**src/rtl/core/tsig_pkg.sv**
```systemverilog
`timescale 1ns / 1ps

package tsig_pkg;

  // field widths
  localparam int MODE_W     = 1;
  localparam int DISTANCE_W = 24;
  localparam int TSPEED_W   = 16;
  localparam int ACCEL_W    = 20;
  localparam int MSPEED_W   = 16;
  localparam int TFREQ_W    = 28;
  localparam int SPEED_W    = 32;
  localparam int TICKS_W    = 32;
  localparam int SQ_W       = 2 * TSPEED_W;
  localparam int RAMP_NUM_W = SQ_W + 1;

  localparam logic [SPEED_W-1:0] SPEED_MAX = '1;
  localparam logic [TICKS_W-1:0] TICKS_MAX = '1;

  // request codes
  localparam logic [MODE_W-1:0] MODE_LOAD = 1'b0;
  localparam logic [MODE_W-1:0] MODE_STEP = 1'b1;

  // configuration registers
  localparam int CFG_IDX_W  = 1;
  localparam int CFG_DATA_W = TFREQ_W;
  localparam logic [CFG_IDX_W-1:0] CFG_MIN_SPEED  = 1'b0;
  localparam logic [CFG_IDX_W-1:0] CFG_TIMER_FREQ = 1'b1;

  localparam logic [MSPEED_W-1:0] MIN_SPEED_RST  = 16'd100;
  localparam logic [TFREQ_W-1:0]  TIMER_FREQ_RST = 28'd1000000;

  typedef struct packed {
    logic load_move;
    logic ramp_start;
    logic ramp_load;
    logic set_min_speed;
    logic delta_start;
    logic speed_update;
    logic ticks_start;
    logic out_load;
  } tsig_cmd_t;

  typedef struct packed {
    logic step_ok;
    logic first_step;
    logic ramp_trivial;
    logic div_done;
  } tsig_stat_t;

endpackage

```
**src/rtl/core/tsig_if.sv**
```systemverilog
`timescale 1ns / 1ps

interface tsig_in_if;
  import tsig_pkg::*;

  logic                  valid;
  logic                  ready;
  logic [MODE_W-1:0]     mode;
  logic [DISTANCE_W-1:0] distance;
  logic [TSPEED_W-1:0]   target_speed;
  logic [ACCEL_W-1:0]    accel_rate;
  logic                  direction;

  modport source (
    output valid, mode, distance, target_speed, accel_rate, direction,
    input  ready
  );
  modport sink (
    input  valid, mode, distance, target_speed, accel_rate, direction,
    output ready
  );
endinterface

interface tsig_out_if;
  import tsig_pkg::*;

  logic               valid;
  logic               ready;
  logic [TICKS_W-1:0] interval_ticks;
  logic               step_level;
  logic               dir_level;
  logic               last_step;

  modport source (
    output valid, interval_ticks, step_level, dir_level, last_step,
    input  ready
  );
  modport sink (
    input  valid, interval_ticks, step_level, dir_level, last_step,
    output ready
  );
endinterface

```
**src/rtl/core/trapezoid_step_interval_generator.sv**
```systemverilog
`timescale 1ns / 1ps
// Load word: the ramp length takes one division on the shared bit-serial divider, none when
// the ramp length needs no division.
// Step word: two divisions, one for the first step of a move; the result is registered in
// ST_DONE, which waits while the output register is full and not draining, then goes idle.
// DIV_W is the widest of the delta, tick and ramp dividends (52 at FRAC_BITS = 16).
// Synchronous active-low reset: idle, no move, config back to 100 steps/s and 1 MHz.
module trapezoid_step_interval_generator #(
  parameter int DIST_BITS = 24,
  parameter int FRAC_BITS = 16
) (
  input  logic                            clk,
  input  logic                            rst_n,
  tsig_in_if.sink                         in_ch,
  tsig_out_if.source                      out_ch,
  input  logic                            cfg_we,
  input  logic [tsig_pkg::CFG_IDX_W-1:0]  cfg_index,
  input  logic [tsig_pkg::CFG_DATA_W-1:0] cfg_wdata
);
  import tsig_pkg::*;

  tsig_cmd_t  cmd;
  tsig_stat_t stat;

  tsig_ctrl u_ctrl (
    .clk       (clk),
    .rst_n     (rst_n),
    .in_valid  (in_ch.valid),
    .in_mode   (in_ch.mode),
    .in_ready  (in_ch.ready),
    .out_valid (out_ch.valid),
    .out_ready (out_ch.ready),
    .cmd       (cmd),
    .stat      (stat)
  );

  tsig_datapath #(
    .DIST_BITS (DIST_BITS),
    .FRAC_BITS (FRAC_BITS)
  ) u_dp (
    .clk                (clk),
    .rst_n              (rst_n),
    .cmd                (cmd),
    .stat               (stat),
    .cfg_we             (cfg_we),
    .cfg_index          (cfg_index),
    .cfg_wdata          (cfg_wdata),
    .in_distance        (in_ch.distance),
    .in_target_speed    (in_ch.target_speed),
    .in_accel_rate      (in_ch.accel_rate),
    .in_direction       (in_ch.direction),
    .out_interval_ticks (out_ch.interval_ticks),
    .out_step_level     (out_ch.step_level),
    .out_dir_level      (out_ch.dir_level),
    .out_last_step      (out_ch.last_step)
  );

endmodule

```
**src/rtl/core/tsig_div.sv**
```systemverilog
`timescale 1ns / 1ps

// Restoring divider, one quotient bit per cycle. Quotient holds until next start.
module tsig_div #(
  parameter int DIV_W = 52
) (
  input  logic                         clk,
  input  logic                         rst_n,
  input  logic                         start,
  input  logic [DIV_W-1:0]             dividend,
  input  logic [tsig_pkg::SPEED_W-1:0] divisor,
  output logic [DIV_W-1:0]             quotient,
  output logic                         done
);
  import tsig_pkg::*;

  localparam int CNT_W = $clog2(DIV_W + 1);

  logic [SPEED_W-1:0] rem_r;
  logic [SPEED_W-1:0] dvsr_r;
  logic [DIV_W-1:0]   dq_r;
  logic [CNT_W-1:0]   cnt_r;
  logic               busy_r;
  logic               done_r;

  logic [SPEED_W:0] sh;
  logic [SPEED_W:0] diff;
  logic             ge;

  always_comb begin
    sh   = {rem_r, dq_r[DIV_W-1]};
    diff = sh - {1'b0, dvsr_r};
    ge   = (sh >= {1'b0, dvsr_r});
  end

  always_ff @(posedge clk) begin
    if (!rst_n) begin
      busy_r <= 1'b0;
      done_r <= 1'b0;
      cnt_r  <= '0;
    end else begin
      done_r <= 1'b0;
      if (start) begin
        busy_r <= 1'b1;
        cnt_r  <= CNT_W'(DIV_W);
      end else if (busy_r) begin
        cnt_r <= cnt_r - CNT_W'(1);
        if (cnt_r == CNT_W'(1)) begin
          busy_r <= 1'b0;
          done_r <= 1'b1;
        end
      end
    end
  end

  always_ff @(posedge clk) begin
    if (start) begin
      rem_r  <= '0;
      dvsr_r <= divisor;
      dq_r   <= dividend;
    end else if (busy_r) begin
      rem_r <= ge ? diff[SPEED_W-1:0] : sh[SPEED_W-1:0];
      dq_r  <= {dq_r[DIV_W-2:0], ge};
    end
  end

  assign quotient = dq_r;
  assign done     = done_r;

endmodule

```
**src/rtl/core/tsig_datapath.sv**
```systemverilog
`timescale 1ns / 1ps

module tsig_datapath #(
  parameter int DIST_BITS = 24,
  parameter int FRAC_BITS = 16
) (
  input  logic                            clk,
  input  logic                            rst_n,
  input  tsig_pkg::tsig_cmd_t             cmd,
  output tsig_pkg::tsig_stat_t            stat,
  input  logic                            cfg_we,
  input  logic [tsig_pkg::CFG_IDX_W-1:0]  cfg_index,
  input  logic [tsig_pkg::CFG_DATA_W-1:0] cfg_wdata,
  input  logic [tsig_pkg::DISTANCE_W-1:0] in_distance,
  input  logic [tsig_pkg::TSPEED_W-1:0]   in_target_speed,
  input  logic [tsig_pkg::ACCEL_W-1:0]    in_accel_rate,
  input  logic                            in_direction,
  output logic [tsig_pkg::TICKS_W-1:0]    out_interval_ticks,
  output logic                            out_step_level,
  output logic                            out_dir_level,
  output logic                            out_last_step
);
  import tsig_pkg::*;

  localparam int DELTA_W = ACCEL_W + 2 * FRAC_BITS;
  localparam int TICK_W  = TFREQ_W + FRAC_BITS;
  localparam int DW_A    = (DELTA_W > TICK_W) ? DELTA_W : TICK_W;
  localparam int DIV_W   = (DW_A > RAMP_NUM_W) ? DW_A : RAMP_NUM_W;
  localparam int MQ_W    = MSPEED_W + FRAC_BITS;

  // configuration
  logic [MSPEED_W-1:0] min_speed_r;
  logic [TFREQ_W-1:0]  timer_freq_r;

  // move state
  logic                 active_r;
  logic [DIST_BITS-1:0] step_count_r;
  logic [DIST_BITS-1:0] ramp_r;
  logic [DIST_BITS-1:0] length_r;
  logic [ACCEL_W-1:0]   accel_r;
  logic                 dir_r;
  logic [SPEED_W-1:0]   speed_r;
  logic                 phase_r;

  logic [TSPEED_W-1:0] tgt_r;
  logic [SQ_W-1:0]     sq_v_r;
  logic [SQ_W-1:0]     sq_m_r;

  logic [TICKS_W-1:0] ticks_r;
  logic               step_lvl_r;
  logic               dir_lvl_r;
  logic               last_r;

  logic [MSPEED_W-1:0]   vmin;
  logic [MQ_W-1:0]       mq_wide;
  logic [SPEED_W-1:0]    minq;
  logic [SPEED_W-1:0]    s_cur;
  logic [DIST_BITS-1:0]  half;
  logic                  ramp_trivial;
  logic [DIST_BITS-1:0]  ramp_triv_val;
  logic [RAMP_NUM_W-1:0] num;
  logic                  div_start;
  logic [DIV_W-1:0]      div_dividend;
  logic [SPEED_W-1:0]    div_divisor;
  logic [DIV_W-1:0]      q;
  logic                  div_done;
  logic [DIST_BITS-1:0]  ramp_q;
  logic                  d_hi;
  logic [SPEED_W-1:0]    d_lo;
  logic [SPEED_W:0]      acc_sum;
  logic [SPEED_W-1:0]    acc_speed;
  logic [SPEED_W-1:0]    dec_raw;
  logic [SPEED_W-1:0]    dec_speed;
  logic [SPEED_W-1:0]    speed_nxt;
  logic [TICKS_W-1:0]    ticks_sat;
  logic [DIST_BITS-1:0]  count_inc;

  always_comb begin
    vmin    = (min_speed_r == '0) ? MSPEED_W'(1) : min_speed_r;
    mq_wide = {vmin, {FRAC_BITS{1'b0}}};
    minq    = (mq_wide > MQ_W'(SPEED_MAX)) ? SPEED_MAX : SPEED_W'(mq_wide);
    s_cur   = (speed_r < minq) ? minq : speed_r;

    half          = length_r >> 1;
    ramp_trivial  = (tgt_r <= vmin) || (accel_r == '0);
    ramp_triv_val = (tgt_r <= vmin) ? '0 : half;
    // round((v^2 - vmin^2) / 2a) as floor((v^2 - vmin^2 + a) / 2a), num holding v^2 - vmin^2 + a
    num = {1'b0, sq_v_r - sq_m_r} + RAMP_NUM_W'(accel_r);

    div_start = (cmd.ramp_start && !ramp_trivial) || cmd.delta_start || cmd.ticks_start;
    priority if (cmd.ramp_start) begin
      div_dividend = DIV_W'(num);
      div_divisor  = SPEED_W'({accel_r, 1'b0});
    end else if (cmd.delta_start) begin
      div_dividend = DIV_W'({accel_r, {(2 * FRAC_BITS){1'b0}}});
      div_divisor  = s_cur;
    end else begin
      div_dividend = DIV_W'({timer_freq_r, {FRAC_BITS{1'b0}}});
      div_divisor  = speed_r;
    end

    ramp_q = (q > DIV_W'(half)) ? half : DIST_BITS'(q);

    d_hi      = |q[DIV_W-1:SPEED_W];
    d_lo      = q[SPEED_W-1:0];
    acc_sum   = {1'b0, s_cur} + {1'b0, d_lo};
    acc_speed = (d_hi || acc_sum[SPEED_W]) ? SPEED_MAX : acc_sum[SPEED_W-1:0];
    dec_raw   = (d_hi || (d_lo >= s_cur)) ? '0 : (s_cur - d_lo);
    dec_speed = (dec_raw < minq) ? minq : dec_raw;

    priority if (step_count_r <= ramp_r) begin
      speed_nxt = acc_speed;
    end else if (step_count_r >= (length_r - ramp_r)) begin
      speed_nxt = dec_speed;
    end else begin
      speed_nxt = s_cur;
    end

    ticks_sat = (|q[DIV_W-1:TICKS_W]) ? TICKS_MAX : q[TICKS_W-1:0];
    count_inc = step_count_r + DIST_BITS'(1);
  end

  tsig_div #(
    .DIV_W(DIV_W)
  ) u_div (
    .clk      (clk),
    .rst_n    (rst_n),
    .start    (div_start),
    .dividend (div_dividend),
    .divisor  (div_divisor),
    .quotient (q),
    .done     (div_done)
  );

  always_comb begin
    stat.step_ok      = active_r && (step_count_r < length_r);
    stat.first_step   = (step_count_r == '0);
    stat.ramp_trivial = ramp_trivial;
    stat.div_done     = div_done;
  end

  always_ff @(posedge clk) begin
    if (!rst_n) begin
      min_speed_r  <= MIN_SPEED_RST;
      timer_freq_r <= TIMER_FREQ_RST;
      active_r     <= 1'b0;
      step_count_r <= '0;
      ramp_r       <= '0;
      length_r     <= '0;
      accel_r      <= '0;
      dir_r        <= 1'b0;
      speed_r      <= '0;
      phase_r      <= 1'b0;
    end else begin
      if (cfg_we) begin
        unique case (cfg_index)
          CFG_MIN_SPEED:  min_speed_r  <= cfg_wdata[MSPEED_W-1:0];
          CFG_TIMER_FREQ: timer_freq_r <= cfg_wdata[TFREQ_W-1:0];
          default: ;
        endcase
      end
      if (cmd.load_move) begin
        length_r     <= DIST_BITS'(in_distance);
        accel_r      <= in_accel_rate;
        dir_r        <= in_direction;
        step_count_r <= '0;
        speed_r      <= '0;
        active_r     <= (DIST_BITS'(in_distance) != '0);
      end
      if (cmd.ramp_start && ramp_trivial) begin
        ramp_r <= ramp_triv_val;
      end
      if (cmd.ramp_load) begin
        ramp_r <= ramp_q;
      end
      if (cmd.set_min_speed) begin
        speed_r <= minq;
      end
      if (cmd.speed_update) begin
        speed_r <= speed_nxt;
      end
      if (cmd.out_load) begin
        step_count_r <= count_inc;
        phase_r      <= ~phase_r;
        if (count_inc == length_r) begin
          active_r <= 1'b0;
        end
      end
    end
  end

  always_ff @(posedge clk) begin
    if (cmd.load_move) begin
      tgt_r <= in_target_speed;
    end
    sq_v_r <= SQ_W'(tgt_r) * SQ_W'(tgt_r);
    sq_m_r <= SQ_W'(vmin) * SQ_W'(vmin);
    if (cmd.out_load) begin
      ticks_r    <= ticks_sat;
      step_lvl_r <= ~phase_r;
      dir_lvl_r  <= dir_r;
      last_r     <= (count_inc == length_r);
    end
  end

  assign out_interval_ticks = ticks_r;
  assign out_step_level     = step_lvl_r;
  assign out_dir_level      = dir_lvl_r;
  assign out_last_step      = last_r;

endmodule

```
**src/rtl/core/tsig_ctrl.sv**
```systemverilog
`timescale 1ns / 1ps

module tsig_ctrl (
  input  logic                               clk,
  input  logic                               rst_n,
  input  logic                               in_valid,
  input  logic [tsig_pkg::MODE_W-1:0]        in_mode,
  output logic                               in_ready,
  output logic                               out_valid,
  input  logic                               out_ready,
  output tsig_pkg::tsig_cmd_t                cmd,
  input  tsig_pkg::tsig_stat_t               stat
);
  import tsig_pkg::*;

  typedef enum logic [3:0] {
    ST_IDLE,
    ST_SQ,
    ST_RAMP,
    ST_RAMP_WAIT,
    ST_DELTA,
    ST_DELTA_WAIT,
    ST_TICKS,
    ST_TICKS_WAIT,
    ST_DONE
  } state_t;

  state_t state_r;
  state_t state_nxt;
  logic   out_valid_r;
  logic   out_valid_nxt;

  always_comb begin
    cmd       = '0;
    state_nxt = state_r;
    unique case (state_r)
      ST_IDLE: begin
        if (in_valid) begin
          if (in_mode == MODE_LOAD) begin
            cmd.load_move = 1'b1;
            state_nxt     = ST_SQ;
          end else if (stat.step_ok) begin
            if (stat.first_step) begin
              cmd.set_min_speed = 1'b1;
              state_nxt         = ST_TICKS;
            end else begin
              state_nxt = ST_DELTA;
            end
          end
        end
      end
      ST_SQ: state_nxt = ST_RAMP;
      ST_RAMP: begin
        cmd.ramp_start = 1'b1;
        state_nxt      = stat.ramp_trivial ? ST_IDLE : ST_RAMP_WAIT;
      end
      ST_RAMP_WAIT: begin
        if (stat.div_done) begin
          cmd.ramp_load = 1'b1;
          state_nxt     = ST_IDLE;
        end
      end
      ST_DELTA: begin
        cmd.delta_start = 1'b1;
        state_nxt       = ST_DELTA_WAIT;
      end
      ST_DELTA_WAIT: begin
        if (stat.div_done) begin
          cmd.speed_update = 1'b1;
          state_nxt        = ST_TICKS;
        end
      end
      ST_TICKS: begin
        cmd.ticks_start = 1'b1;
        state_nxt       = ST_TICKS_WAIT;
      end
      ST_TICKS_WAIT: begin
        if (stat.div_done) begin
          state_nxt = ST_DONE;
        end
      end
      ST_DONE: begin
        // output word register must be free or draining this cycle
        if (!out_valid_r || out_ready) begin
          cmd.out_load = 1'b1;
          state_nxt    = ST_IDLE;
        end
      end
      default: state_nxt = ST_IDLE;
    endcase

    priority if (cmd.out_load) begin
      out_valid_nxt = 1'b1;
    end else if (out_ready) begin
      out_valid_nxt = 1'b0;
    end else begin
      out_valid_nxt = out_valid_r;
    end
  end

  always_ff @(posedge clk) begin
    if (!rst_n) begin
      state_r     <= ST_IDLE;
      out_valid_r <= 1'b0;
    end else begin
      state_r     <= state_nxt;
      out_valid_r <= out_valid_nxt;
    end
  end

  assign in_ready  = (state_r == ST_IDLE);
  assign out_valid = out_valid_r;

endmodule
```
**src/flat_wrapper.sv**
```systemverilog
// flat-port wrapper written by rule: the top's interface ports become plain ports
module trapezoid_step_interval_generator_flat import tsig_pkg::*;
#(
  parameter int DIST_BITS = 24,
  parameter int FRAC_BITS = 16
)
  (clk, rst_n, cfg_we, cfg_index, cfg_wdata, in_ch_valid, in_ch_mode, in_ch_distance, in_ch_target_speed, in_ch_accel_rate, in_ch_direction, in_ch_ready, out_ch_valid, out_ch_interval_ticks, out_ch_step_level, out_ch_dir_level, out_ch_last_step, out_ch_ready);
  tsig_in_if in_ch_i ();
  tsig_out_if out_ch_i ();
  input  logic clk;
  input  logic rst_n;
  input  logic cfg_we;
  input  logic [tsig_pkg::CFG_IDX_W-1:0] cfg_index;
  input  logic [tsig_pkg::CFG_DATA_W-1:0] cfg_wdata;
  input wire logic [$bits(in_ch_i.valid)-1:0] in_ch_valid;
  input wire logic [$bits(in_ch_i.mode)-1:0] in_ch_mode;
  input wire logic [$bits(in_ch_i.distance)-1:0] in_ch_distance;
  input wire logic [$bits(in_ch_i.target_speed)-1:0] in_ch_target_speed;
  input wire logic [$bits(in_ch_i.accel_rate)-1:0] in_ch_accel_rate;
  input wire logic [$bits(in_ch_i.direction)-1:0] in_ch_direction;
  output wire logic [$bits(in_ch_i.ready)-1:0] in_ch_ready;
  output wire logic [$bits(out_ch_i.valid)-1:0] out_ch_valid;
  output wire logic [$bits(out_ch_i.interval_ticks)-1:0] out_ch_interval_ticks;
  output wire logic [$bits(out_ch_i.step_level)-1:0] out_ch_step_level;
  output wire logic [$bits(out_ch_i.dir_level)-1:0] out_ch_dir_level;
  output wire logic [$bits(out_ch_i.last_step)-1:0] out_ch_last_step;
  input wire logic [$bits(out_ch_i.ready)-1:0] out_ch_ready;
  assign in_ch_i.valid = in_ch_valid;
  assign in_ch_i.mode = in_ch_mode;
  assign in_ch_i.distance = in_ch_distance;
  assign in_ch_i.target_speed = in_ch_target_speed;
  assign in_ch_i.accel_rate = in_ch_accel_rate;
  assign in_ch_i.direction = in_ch_direction;
  assign in_ch_ready = in_ch_i.ready;
  assign out_ch_valid = out_ch_i.valid;
  assign out_ch_interval_ticks = out_ch_i.interval_ticks;
  assign out_ch_step_level = out_ch_i.step_level;
  assign out_ch_dir_level = out_ch_i.dir_level;
  assign out_ch_last_step = out_ch_i.last_step;
  assign out_ch_i.ready = out_ch_ready;
  trapezoid_step_interval_generator #(.DIST_BITS(DIST_BITS), .FRAC_BITS(FRAC_BITS)) u_core (.clk(clk), .rst_n(rst_n), .in_ch(in_ch_i), .out_ch(out_ch_i), .cfg_we(cfg_we), .cfg_index(cfg_index), .cfg_wdata(cfg_wdata));
endmodule
```
**config.mk**
```make
export PLATFORM = sky130hd
export DESIGN_NAME = trapezoid_step_interval_generator_flat
export DESIGN_NICKNAME = d
export VERILOG_FILES = /design/src/rtl/core/tsig_pkg.sv /design/src/rtl/core/tsig_if.sv /design/src/rtl/core/trapezoid_step_interval_generator.sv /design/src/rtl/core/tsig_div.sv /design/src/rtl/core/tsig_datapath.sv /design/src/rtl/core/tsig_ctrl.sv /design/src/flat_wrapper.sv
export SDC_FILE = /design/constraint.sdc
export NUM_CORES = 2
export LEC_CHECK = 0
export CAP_MARGIN = 20
export CORE_ASPECT_RATIO = 1.25
export CORE_UTILIZATION = 35
export DETAILED_ROUTE_END_ITERATION = 16
export DONT_BUFFER_PORTS = 1
export GPL_ROUTABILITY_DRIVEN = 0
export GPL_TIMING_DRIVEN = 0
export PLACE_DENSITY = 0.57
export SKIP_CTS_REPAIR_TIMING = 1
export SYNTH_ARGS = -nofsm -noshare
export SYNTH_HDL_FRONTEND = slang
export SYNTH_SLANG_ARGS = --single-unit
```
**constraint.sdc**
```tcl
create_clock -name clk -period 8.3 [get_ports clk]
set_clock_uncertainty 0.2 [all_clocks]
set_input_delay 1.245 -clock clk [delete_from_list [all_inputs] [get_ports clk]]
set_output_delay 1.245 -clock clk [all_outputs]
set_load 0.05 [all_outputs]
```
# ---- Word level (Yosys, flattened, before mapping)
# Cells that the tools add are included.
dict set report totals {
  output_inout_bits 37
  wordCells 155
  reg_bits 415
}
dict set report classes {
  multipliers 2
  add_sub_neg 8
  n_eq_ne 16
  n_reduce_logical 27
  bitwise 4
  n_mux 61
  order_cmp 10
}
# op count
set op_table {}
lappend op_table {{$mux W32} 12}
lappend op_table {{$mux W52} 4}
lappend op_table {{$mux W24} 5}
lappend op_table {{$sub A32 B32 Y32} 3}
lappend op_table {{$lt A32 B32 Y1} 2}
lappend op_table {{$mul A16 B16 Y32} 2}
lappend op_table {{$gt A52 B23 Y1} 1}
lappend op_table {{$pmux W4 S9} 1}
lappend op_table {{$add A32 B20 Y33} 1}
lappend op_table {{$add A32 B32 Y33} 1}
lappend op_table {{$ge A33 B32 Y1} 1}
lappend op_table {{$ge A32 B32 Y1} 1}
lappend op_table {{$gt A32 B32 Y1 const B} 1}
lappend op_table {{$mux W4} 7}
lappend op_table {{$mux W1} 25}
lappend op_table {{$add A24 B1 Y24 const B} 1}
lappend op_table {{$eq A24 B24 Y1} 1}
lappend op_table {{$ge A24 B24 Y1} 1}
lappend op_table {{$le A24 B24 Y1} 1}
lappend op_table {{$logic_not A24 Y1} 1}
lappend op_table {{$lt A24 B24 Y1} 1}
lappend op_table {{$reduce_bool A24 Y1} 1}
lappend op_table {{$sub A24 B24 Y24} 1}
lappend op_table {{$mux W23} 1}
lappend op_table {{27 further kinds} 52}

# ---- Longest topological paths before layout
dict set report depth {
  ltp_word 14
  mapped_depth 38
  mapped_depth_nobuf 33
}

# ---- Cells and area by module
# From an unflattened synthesis, not the netlist that was laid out.
dict set report unflattened {
  hier_cells 5004
  hier_area_um2 43745.7
}
# mod seq_area_each_um2 area_each_um2 instances cells_per_inst
set by_module_without_submodules {}
lappend by_module_without_submodules {tsig_datapath 6195.9 36428.7 1 4308}
lappend by_module_without_submodules {tsig_div 3323.2 6896.6 1 641}
lappend by_module_without_submodules {tsig_ctrl 100.1 420.4 1 55}

# ---- Least setup slack after synthesis
# OpenSTA, ideal clock, no wires.
dict set report synth_path {
  path_kind {flip-flop to flip-flop}
  from {reg u_core.u_dp.min_speed_r[6]}
  to {reg u_core.u_dp.speed_r[28]}
  arrival_time_ns 6.901
  path_buffers 7
  path_slack_ns 1.082
  path_stages_with_launch 34
  t_required_ns 7.983
  synth_period_minus_slack_ns 7.218
  setup_time_ns 0.117
  cell_sequence {dfxtp_1 -> clkbuf_1 -> inv_1 -> clkbuf_1 -> ha_1 -> a21o_1 -> a21oi_1 -> nor2_1 -> nor2_1 -> o311a_1 -> clkbuf_1 -> buf_2 -> mux2_2 -> ha_1 -> and3_1 -> nor3b_2 -> nand3_1 -> or4_1 -> o211ai_2 -> buf_2 -> buf_1 -> nor2_1 -> ha_1 -> a21o_1 -> a21o_1 -> a21o_1 -> a21o_1 -> a21oi_1 -> o211a_1 -> o21a_2 -> buf_2 -> nor2_1 -> a221o_1 -> a22o_1}
}
dict set report synth_via {
  elab_chain_len 14
}
# element line_no
set synth_lines {}
lappend synth_lines {{start, declared} tsig_datapath.sv:32} ;# logic [MSPEED_W-1:0] min_speed_r;
lappend synth_lines {{start signal, assigned} tsig_datapath.sv:157} ;# CFG_MIN_SPEED: min_speed_r <= cfg_wdata[MSPEED_W-1:0];
lappend synth_lines {{$logic_not A16 Y1} tsig_datapath.sv:79} ;# vmin = (min_speed_r == '0) ? MSPEED_W'(1) : min_speed_r;
lappend synth_lines {{$mux W16 (*)} tsig_datapath.sv:79}
lappend synth_lines {{$gt A32 B32 Y1} tsig_datapath.sv:81} ;# minq = (mq_wide > MQ_W'(SPEED_MAX)) ? SPEED_MAX : SPEED_W'(mq_wide);
lappend synth_lines {{$mux W32 (*)} tsig_datapath.sv:81}
lappend synth_lines {{$lt A32 B32 Y1} tsig_datapath.sv:82} ;# s_cur = (speed_r < minq) ? minq : speed_r;
lappend synth_lines {{$mux W32} tsig_datapath.sv:82}
lappend synth_lines {{$ge A32 B32 Y1} tsig_datapath.sv:108} ;# dec_raw = (d_hi || (d_lo >= s_cur)) ? '0 : (s_cur - d_lo);
lappend synth_lines {{$logic_or A1 B1 Y1} tsig_datapath.sv:108}
lappend synth_lines {{$mux W32} tsig_datapath.sv:108}
lappend synth_lines {{$lt A32 B32 Y1} tsig_datapath.sv:109} ;# dec_speed = (dec_raw < minq) ? minq : dec_raw;
lappend synth_lines {{$mux W32} tsig_datapath.sv:109}
lappend synth_lines {{$mux W32} tsig_datapath.sv:113} ;# end else if (step_count_r >= (length_r - ramp_r)) begin
lappend synth_lines {{$mux W32} tsig_datapath.sv:111} ;# priority if (step_count_r <= ramp_r) begin
lappend synth_lines {{$mux W32 (*)} tsig_datapath.sv:179} ;# if (cmd.speed_update) begin
lappend synth_lines {{end signal, assigned} tsig_datapath.sv:177} ;# speed_r <= minq;
lappend synth_lines {{end signal, assigned} tsig_datapath.sv:180} ;# speed_r <= speed_nxt;
lappend synth_lines {{end, declared} tsig_datapath.sv:42} ;# logic [SPEED_W-1:0] speed_r;
# Every way passes the cells marked *; elsewhere a longest branch is shown, timed or not.
# A chain may end at the register's enable or synchronous reset.

# ---- Worst setup path after layout
dict set report layout_path {
  from {reg u_core.u_dp.min_speed_r[8]}
  to {reg u_core.u_dp.speed_r[18]}
}
# The elaborated chain is that of the path after synthesis.

==> flow_metrics.tcl <==
set metrics [dict create \
    max_freq_mhz 124.7 \
    synthTopCellsByArea "sky130_fd_sc_hd__fa_1 15%, sky130_fd_sc_hd__ha_1 15%, sky130_fd_sc_hd__dfxtp_1 13%" \
    die_x_um 317.5 \
    slew_headroom 0.1378 \
    holdPathStages 0 \
    seqPwrFrac 0.154 \
    synth_edf_count 135 \
    core_occupancy_in_the_finished_layout 0.3909 \
    rr_endpoint "u_core.u_dp.speed_r[18]" \
    final-max-slew-violation-count 0 \
    synth_async_sr_flop_share 0 \
    placementRows 144 \
    firstDrtPassIters 5 \
    post_drt_wl_per_cell_um 22.54 \
    grt_max_degree 37 \
    power.ir.vdd_worst_mv 0.8787 \
    core_mm2 0.1234 \
    worstHoldStart "u_core.u_dp.dir_r" \
    hold_viol_final 0 \
    placed_area_mm2 0.04572 \
    antenna_left 0 \
    final_nets 6204 \
    synth_area_per_cell_um2 8.426 \
    worstPathRequired_ns 8.66 \
    cts.sink_count 413 \
    grt_first_pass_wirelength_um 233500 \
    internal_power_mw 11.08 \
    pwr-share-comb 0.727 \
    critPathArrivalTime_ns 8.38 \
    critical-path-top-cell-by-count "sky130_fd_sc_hd__a21o_1" \
    synth-main-ff-cell "sky130_fd_sc_hd__dfxtp_1" \
    die_ht_um 396.4 \
    syn-num-nets 6109 \
    cts_max_level 2 \
    ioPinCount 133 \
    power_density_mw_per_mm2 459.4 \
    ys_seq_area_frac 0.2209 \
    cap_viol_max_count 0 \
    ctsLongestPathBuffers 3 \
    ff2ff_path_depth 32 \
    groute.usage.overall 0.2446 \
    dr.first_iter.drc_count 3057 \
    fraction_of_post_synthesis_cell_area_in_the_top_cell_type_by_area 0.1540 \
    p_leak_nw 21.67 \
    synthCells 5169 \
    critical_path.slowest_cell "sky130_fd_sc_hd__or4_1" \
    number_of_antenna_violations_at_the_first_check_in_global_routing 22 \
    hold_end "u_core.u_dp.out_dir_level" \
    port-buffer-count 0 \
    layout-drive-gt1-share 0.06214 \
    area_of_the_mapped_netlist_mm2 0.04355 \
    cts.clk_slew.worst_paths_ns 0.07 \
    critical-path-max-stage-delay_ns 0.60 \
    num-fill-cells 12560 \
    routed-via-count 38220 \
    grt_pass1_vias 38210 \
    drc_markers 0 \
    cts_tree "done" \
    synth_top_area_cell "sky130_fd_sc_hd__fa_1" \
    avg_vias_per_cell 5.511 \
    fin_area_mm2 0.04825 \
    drt-total-wl_um 156300 \
    floorplan.die_area_mm2 0.1259 \
    post-route-min-period_ns 8.017 \
    multi_input_comb_area_mm2 0.03055 \
    end_kind "register" \
    power.net_switching_mw 11.08 \
    seqCellArea_mm2 0.009633 \
    critical_path.reg2reg.startpoint "u_core.u_dp.min_speed_r[8]" \
    power.clock.fraction 0.119 \
    critPathKind "register to register" \
    hp-class "register to register" \
    fin_crit_sh 0.9660 \
    status "completed" \
    dp.final_hpwl_um 126700 \
    worst_skew_pair.late_latency_ns 0.69 \
    worst_setup_path_start_kind "register" \
    rsz_0062_raised_after_global_routing "true" \
    gr-total-overflow 0 \
    cts_buffers 55 \
    synth-warning-count 0 \
    critical_path.n_buffers_inverters 5 \
    initial_utilization 0.3529 \
    slew_at_the_pin_with_the_worst_max_slew_slack_ns 1.293 \
    synth_cell_types 112 \
    crit_family "compound AO/OA/AOI/OAI gates" \
    flop_and_latch_count_out_of_synthesis 413 \
    clock_tree.root_cell "sky130_fd_sc_hd__clkbuf_16" \
    regToRegSetupSlack_ns 0.28 \
    worstPathMaxFanout 10 \
    layout-area-overhead-vs-synth_pct 10.77 \
    power.share.switching 0.4999 \
    final-setup-viol-count 0 \
]
-- power groups by stage --
stage          clock, mW  sequential (mW)  combinational, mW
2_1_floorplan          0             3.15               12.2
3_3_place_gp           0             3.45               15.7
3_5_place_dp           0             3.43               15.9
4_1_cts             2.66             3.39               16.0
5_1_grt             2.73             3.45               18.1
6_report            2.63             3.42               16.1
-- worst reg2reg max path: cells and delay by family (launching register included) --
kind                     cells  cell delay (ns)
adder cells (fa/ha/maj)      3             0.95
AND/OR/NAND/NOR              6             1.50
flip-flops                   1             0.50
multiplexers                 1             0.41
buffers and inverters        5             1.01
AO/OA/AOI/OAI               17             3.37
-- flip-flops by register name (all words and copies together), names as in the netlist, 4 cells and up --
| register | flops |
|---|---|
| u_core.u_dp.accel_r | 20 |
| u_core.u_dp.timer_freq_r | 28 |
| u_core.u_dp.speed_r | 32 |
| u_core.u_dp.sq_v_r | 31 |
| u_core.u_dp.out_interval_ticks | 32 |
| u_core.u_dp.u_div.quotient | 52 |
| u_core.u_ctrl.state_r | 4 |
| u_core.u_dp.u_div.cnt_r | 6 |
| u_core.u_dp.u_div.dvsr_r | 32 |
| u_core.u_dp.step_count_r | 24 |
| u_core.u_dp.tgt_r | 16 |
| u_core.u_dp.ramp_r | 24 |
| u_core.u_dp.min_speed_r | 16 |
| u_core.u_dp.length_r | 24 |
| u_core.u_dp.u_div.rem_r | 32 |
| u_core.u_dp.sq_m_r | 31 |
-- metal layers --
metal / wire (um) / GRT usage
met5: 161 / 0
met4: 11830 / 0.1679
met3: 12190 / 0.04913
met2: 73060 / 0.4128
met1: 59080 / 0.2787
-- layout make-up --
type | count | share of cell area
timing repair buffer | 48 | 0.008973
clock inverter | 41 | 0.01092
multi-input combinational | 3841 | 0.6333
antenna | 19 | 0.0009855
sequential | 413 | 0.1997
inverter | 704 | 0.05576
tap | 1606 | 0.04165
clock buffer | 63 | 0.03065
buffer | 201 | 0.01813
-- cells in the mapped netlist (33+ instances only) --
library cell / count
sky130_fd_sc_hd__mux2i_1: 34
sky130_fd_sc_hd__clkbuf_1: 171
sky130_fd_sc_hd__and3_1: 68
sky130_fd_sc_hd__o21ai_0: 236
sky130_fd_sc_hd__nor2_1: 359
sky130_fd_sc_hd__nand2b_1: 46
sky130_fd_sc_hd__nor2b_1: 60
sky130_fd_sc_hd__fa_1: 335
sky130_fd_sc_hd__nand3_1: 100
sky130_fd_sc_hd__nand4_1: 44
sky130_fd_sc_hd__a31oi_1: 34
sky130_fd_sc_hd__a211oi_1: 47
sky130_fd_sc_hd__ha_1: 509
sky130_fd_sc_hd__xnor2_1: 177
sky130_fd_sc_hd__dfxtp_1: 278
sky130_fd_sc_hd__inv_1: 695
sky130_fd_sc_hd__a21o_1: 91
sky130_fd_sc_hd__nand2_1: 584
sky130_fd_sc_hd__xor2_1: 75
sky130_fd_sc_hd__o21a_1: 33
sky130_fd_sc_hd__and2_1: 80
sky130_fd_sc_hd__nor4_1: 43
sky130_fd_sc_hd__a21oi_1: 385
sky130_fd_sc_hd__edfxtp_1: 135
sky130_fd_sc_hd__nor3_1: 78
sky130_fd_sc_hd__o21bai_1: 36
-- per-stage QoR --
stage / setup TNS [ns] / hold WS, ns / std cells / power (mW) / setup WS, ns
after floorplan: 0 / 0.2081 / 5169 / 15.33 / 1.082
after global placement: -47.10 / 0.2123 / 6775 / 19.11 / -1.664
after detailed placement: -46.88 / 0.2154 / 6785 / 19.31 / -1.657
after CTS: -46.81 / 0.2305 / 6889 / 22.06 / -1.649
after global routing: -0.8788 / 0.2483 / 6922 / 24.25 / -0.1327
final: 0 / 0.2330 / 6936 / 22.16 / 0.2826
-- cell usage in the layout, fill, tap and decap left out, drive strengths merged, types with 17 or more instances in the layout --
cell type / instances
a211oi: 51
a21o: 92
a21oi: 387
a22o: 18
a31oi: 35
a32oi: 24
and2: 81
and3: 70
buf: 90
clkbuf: 222
clkinv: 20
clkinvlp: 17
dfxtp: 278
diode: 19
edfxtp: 135
fa: 335
ha: 509
inv: 700
mux2: 26
mux2i: 34
nand2: 584
nand2b: 47
nand3: 101
nand4: 45
nor2: 361
nor2b: 60
nor3: 79
nor4: 46
o211ai: 27
o21a: 36
o21ai: 257
o21bai: 36
o31ai: 24
or2: 17
or3: 23
xnor2: 177
xor2: 75
-- cells by family (layout without fill, tap and decap cells) --
group / count (synthesis) / count (layout) / share of synthesized area
AO/OA/AOI/OAI: 1136 / 1136 / 0.1673
XOR/XNOR: 252 / 252 / 0.05068
adder cells (fa/ha/maj): 844 / 844 / 0.3002
buffers and inverters: 915 / 1057 / 0.08018
flip-flops: 413 / 413 / 0.2209
multiplexers: 60 / 60 / 0.01454
other: 0 / 19 / 0
AND/OR/NAND/NOR: 1549 / 1549 / 0.1662
-- how the worst max path moves through the flow --
stage                                startpoint                 endpoint  slack, ns  depth (start not counted)
global route         u_core.u_dp.min_speed_r[8]  u_core.u_dp.speed_r[30]      -0.13                         37
detailed placement  u_core.u_dp.min_speed_r[12]  u_core.u_dp.speed_r[10]      -1.66                         34
finish               u_core.u_dp.min_speed_r[8]  u_core.u_dp.speed_r[18]       0.28                         32
floorplan            u_core.u_dp.min_speed_r[6]  u_core.u_dp.speed_r[28]       1.08                         33
CTS                 u_core.u_dp.min_speed_r[12]   u_core.u_dp.speed_r[8]      -1.65                         34
global placement     u_core.u_dp.min_speed_r[6]   u_core.u_dp.speed_r[3]      -1.66                         34
No activity file was read; power rests on OpenSTA's default activity.
